**src/rtl/core/bstk_pkg.sv**
```systemverilog
// Package for the bounded sorted top-k store with duplicate suppression.
// Holds the item, result and cell interface types and the status codes.
// Depends on nothing.
package bstk_pkg;

  localparam int unsigned ValueBits  = 32;
  localparam int unsigned KeyBits    = 32;
  localparam int unsigned StatusBits = 2;
  localparam int unsigned PosBits    = 5;
  localparam int unsigned CountBits  = 6;
  localparam int unsigned CapBits    = 6;

  localparam logic [StatusBits-1:0] StInserted = 2'd0;
  localparam logic [StatusBits-1:0] StFullWorse = 2'd1;
  localparam logic [StatusBits-1:0] StDupBetter = 2'd2;
  localparam logic [StatusBits-1:0] StPastCap  = 2'd3;

  typedef struct packed {
    logic [ValueBits-1:0] item_fitness;
    logic [KeyBits-1:0]   item_key;
  } item_t;

  typedef struct packed {
    logic [StatusBits-1:0] status;
    logic [PosBits-1:0]    insert_position;
    logic                  replaced_duplicate;
    logic                  evicted_tail;
    logic [CountBits-1:0]  entry_count;
    logic [ValueBits-1:0]  best_value;
    logic [ValueBits-1:0]  worst_value;
  } result_t;

  typedef enum logic [1:0] {
    OpHold,
    OpPurge,
    OpPack,
    OpInsert
  } cell_op_e;

  typedef struct packed {
    cell_op_e op;
    logic     evict;
  } cell_ctrl_t;

  // What one cell shows its neighbours.
  typedef struct packed {
    logic                 valid;
    logic                 le;
    logic [ValueBits-1:0] fitness;
    logic [KeyBits-1:0]   key;
  } cell_data_t;

endpackage

```
**src/rtl/core/bstk_cell.sv**
```systemverilog
// One cell of the sorted chain: holds a single entry and its valid flag.
// Depends on bstk_pkg for the cell interface and item types.
module bstk_cell (
  input  logic                clk_i,
  input  logic                rst_ni,
  input  bstk_pkg::cell_ctrl_t ctrl_i,
  input  bstk_pkg::item_t     item_i,
  input  bstk_pkg::cell_data_t left_i,
  input  bstk_pkg::cell_data_t right_i,
  output bstk_pkg::cell_data_t data_o,
  output logic                match_o
);
  import bstk_pkg::*;

  logic                 valid_q, valid_d;
  logic [ValueBits-1:0] fit_q, fit_d;
  logic [KeyBits-1:0]   key_q, key_d;
  logic                 le;

  assign le      = valid_q & (fit_q <= item_i.item_fitness);
  assign match_o = valid_q & (key_q == item_i.item_key);

  assign data_o.valid   = valid_q;
  assign data_o.le      = le;
  assign data_o.fitness = fit_q;
  assign data_o.key     = key_q;

  always_comb begin
    valid_d = valid_q;
    fit_d   = fit_q;
    key_d   = key_q;
    unique case (ctrl_i.op)
      OpHold: begin
      end
      OpPurge: begin
        if (match_o) begin
          valid_d = 1'b0;
        end
      end
      OpPack: begin
        // A hole takes its live right neighbour; a live cell behind a hole empties.
        if (!valid_q && right_i.valid) begin
          valid_d = 1'b1;
          fit_d   = right_i.fitness;
          key_d   = right_i.key;
        end else if (valid_q && !left_i.valid) begin
          valid_d = 1'b0;
        end
      end
      OpInsert: begin
        if (left_i.le && !le) begin
          valid_d = 1'b1;
          fit_d   = item_i.item_fitness;
          key_d   = item_i.item_key;
        end else if (!left_i.le) begin
          // The cell just past the old tail drops the entry on eviction.
          valid_d = left_i.valid & ~(ctrl_i.evict & ~valid_q);
          fit_d   = left_i.fitness;
          key_d   = left_i.key;
        end
      end
      default: begin
      end
    endcase
  end

  always_ff @(posedge clk_i or negedge rst_ni) begin
    if (!rst_ni) begin
      valid_q <= 1'b0;
    end else begin
      valid_q <= valid_d;
    end
  end

  always_ff @(posedge clk_i) begin
    fit_q <= fit_d;
    key_q <= key_d;
  end

endmodule

```
**config.mk**
```make
export PLATFORM = sky130hd
export DESIGN_NAME = bstk_cell
export DESIGN_NICKNAME = d
export VERILOG_FILES = /design/src/rtl/core/bstk_pkg.sv /design/src/rtl/core/bstk_cell.sv
export SDC_FILE = /design/constraint.sdc
export NUM_CORES = 1
export LEC_CHECK = 0
export ABC_AREA = 1
export BUFFER_PORTS_ARGS = -buffer_cell sky130_fd_sc_hd__buf_2
export CORE_MARGIN = 2
export CORE_UTILIZATION = 46
export CTS_BUF_LIST = sky130_fd_sc_hd__clkbuf_8
export DETAILED_ROUTE_END_ITERATION = 8
export PLACE_DENSITY_LB_ADDON = 0.12
export SYNTH_ARGS = -nofsm -noshare
export SYNTH_HDL_FRONTEND = slang
export SYNTH_SLANG_ARGS = --single-unit
```
**constraint.sdc**
```tcl
create_clock -name clk_i -period 10.6 [get_ports clk_i]
set_clock_uncertainty 0.1 [all_clocks]
set_input_delay 0 -clock clk_i [delete_from_list [all_inputs] [get_ports clk_i]]
set_output_delay 0 -clock clk_i [all_outputs]
set_load 0.01 [all_outputs]
```
==> out/metrics.yaml <==
outcome: "complete, no violations"
max-slew-margin-rel_pct: 28.4
whs_ps: 24.8
grt_overflow: 0
antenna_left: 0
ys.flop_type: "edfxtp_1"
cts_resized: 0
vias: 5922
post-cts-setup-buffers: 0
fill_cells: 779
synth_nets: 849
antenna_found_initial: 1
portBuffers: 266
dp_hpwl_mm: 11.7
syn_avg_cell_area_um2: 7.80
internal-power_uw: 530
clk_pin_slew_ps: 80
dieArea_mm2: 0.0113
ys_warn_count: 0
avgRoutedWirePerCell_um: 15.7
design_area_mm2: 0.00760
start_util_pct: 46.9
combPwrFrac_pct: 34.8
synth-edff-count: 64
insertion_delay_ps: 350
grt_pass1_wl_mm: 27.5
place_congestion: 0.856
slew_viol_final: 0
max-cap-violations: 0
switching_power_uw: 250
cts_tree: "yes"
track_usage_pct: 31.1
worst_pin_slew_ps: 1070
regArea_mm2: 0.00195
htree_levels: 3
die_x_um: 106
netlist_instances: 616
fp.dieH_um: 106
final-setup-viol-count: 0
cp_max_fo: 45
clkPwrFrac_pct: 23.2
route.detailed.drc: 0
place_area_mm2: 0.00611
grt_start_max_net_pins: 67
grt_pass1_vias: 5930
final_cell_mix: "buf_2, nand2_1, dlygate4sd3_1, o21ai_1, a21oi_1"
yosys.area.top_type: "edfxtp_1"
hold_depth: 6
fin_crit_ps: 4140
first_iter_violations: 489
swShare_pct: 32.1
min_from: "ctrl_i[1]"
finalCritPeriodShare_pct: 39.0
p_seq_share_pct: 42.0
cts_buffer_depth: 2
netlist_top_cells_area: "edfxtp_1, nand2_1, o21ai_1"
core_mm2: 0.0102
rows: 37
syn_area_mm2: 0.00480
cts_buffers: 9
hold_viol_final: 0
root_buffer: "clkbuf_8"
ys_types: 30
synth-seq-cells: 65
drtPass1Iterations: 5
io_pins: 268
power-per-cell-area_mw_per_mm2: 103
cp-end-kind: "flip-flop"
cp.required_ps: 10480
wirelength_mm: 17.8
ir_worst_vdd_mv: 0.0589
worstPathArrival_ps: 4020
r2r_start: "fit_q[30]$_DFFE_PP_"
setup_tns_ps: 0
crit_start: "fit_q[30]$_DFFE_PP_"
vias_per_cell: 5.21
rr_worst_depth: 15
synth-async-reset-ratio_pct: 1.54
power.leakage_uw: 0.00372
layout-drive-gt1-share_pct: 29.3
area_growth_pct: 58.3
synth_top_area_share_pct: 40.0
ys_seq_area_share_pct: 40.5
critical_path_class: "reg -> reg"
cts_sinks: 65
worstSetupStartpointType: "flip-flop"
rsz0062_at_grt: "no"
fin_nets: 1227
hp-class: "in -> reg"
final_common_cell: "buf_2"
fmax_mhz: 242
multi_input_area_mm2: 0.00238
## area by class of cell
type,instances,area share [%]
Antenna cell,1,0.0329
Clock buffer,10,1.81
Clock inverter,6,0.313
Inverter,65,3.21
Multi-Input combinational cell,449,31.3
Sequential cell,65,25.6
Tap cell,136,2.24
Timing Repair Buffer,404,35.5
## Yosys cell counts, drive strengths merged, types with 4 or more instances
cell type and number:
nand3 6, o22ai 5, edfxtp 64, xnor2 10, buf 16, inv 64
ha 32, xor2 4, clkbuf 21, nand4 7, a21oi 78, nor2 25
o21ai 136, nand2 139
## registers in the layout, summed over array words and instances, names as in the netlist
signal / count
fit_q: 32
key_q: 32
valid_q: 1
## routing by layer
metal / routed length, um / vias to the layer above / global-route usage [%]
met4: 436 / 0 / 11.7
met2: 9220 / 327 / 59.0
met5: 0 / - / 0
met3: 1570 / 43 / 7.48
li1: - / 2870 / -
met1: 6580 / 2682 / 33.0
## logic make-up after synthesis
family	Yosys count	share of synthesized area [%]
AOI/OAI and AO/OA	223	23.6
and+or+nand+nor	180	14.9
buffers and inverters	102	10.1
DFF	65	40.5
adders and majority gates	32	8.34
xor gates and xnor gates	14	2.55
## critical path, stage by stage, from the launching register on
cell,delay (ps)
edfxtp_1,420
ha_1,310
nand2_1,70
nor2_1,130
nand2_1,120
nor2_2,160
nand2_1,70
nand2_1,50
nand2_1,50
nand2_2,360
buf_4,530
inv_2,60
nand2_1,70
nand2_1,100
nand2_2,470
buf_4,610
## final timing paths
check	endpoint	slack, ps
max	fit_q[11]$_DFFE_PP_	6460
min	valid_q$_DFFE_PN0P_	20
max reg2reg	fit_q[11]$_DFFE_PP_	6460
min reg2reg	valid_q$_DFFE_PN0P_	540
max in group asynchronous	valid_q$_DFFE_PN0P_	9880
min in group asynchronous	valid_q$_DFFE_PN0P_	410
## power groups by stage
stage / combinational (uW) / sequential [uW] / clock, uW
2_1_floorplan: 122 / 342 / 0
3_3_place_gp: 210 / 331 / 0
3_5_place_dp: 215 / 332 / 0
4_1_cts: 266 / 327 / 184
5_1_grt: 299 / 330 / 196
6_report: 271 / 327 / 181
## what timing repair did
item / CTS / global route
endpoints found under the setup margin: 0 / 0
hold buffers: 133 / 0
endpoints found under the hold margin: 66 / 0
## per-stage QoR
step / setup WS (ps) / utilization, % / instances / total power (uW)
final: 6460 / 74.3 / 1136 / 780
after global routing: 6150 / 74.3 / 1136 / 825
after CTS: 6510 / 74.3 / 1135 / 777
after detailed placement: 6520 / 59.7 / 986 / 547
after global placement: 6570 / 59.7 / 986 / 541
after floorplan: 7070 / - / 616 / 463
(Power assumes the default switching activity.)
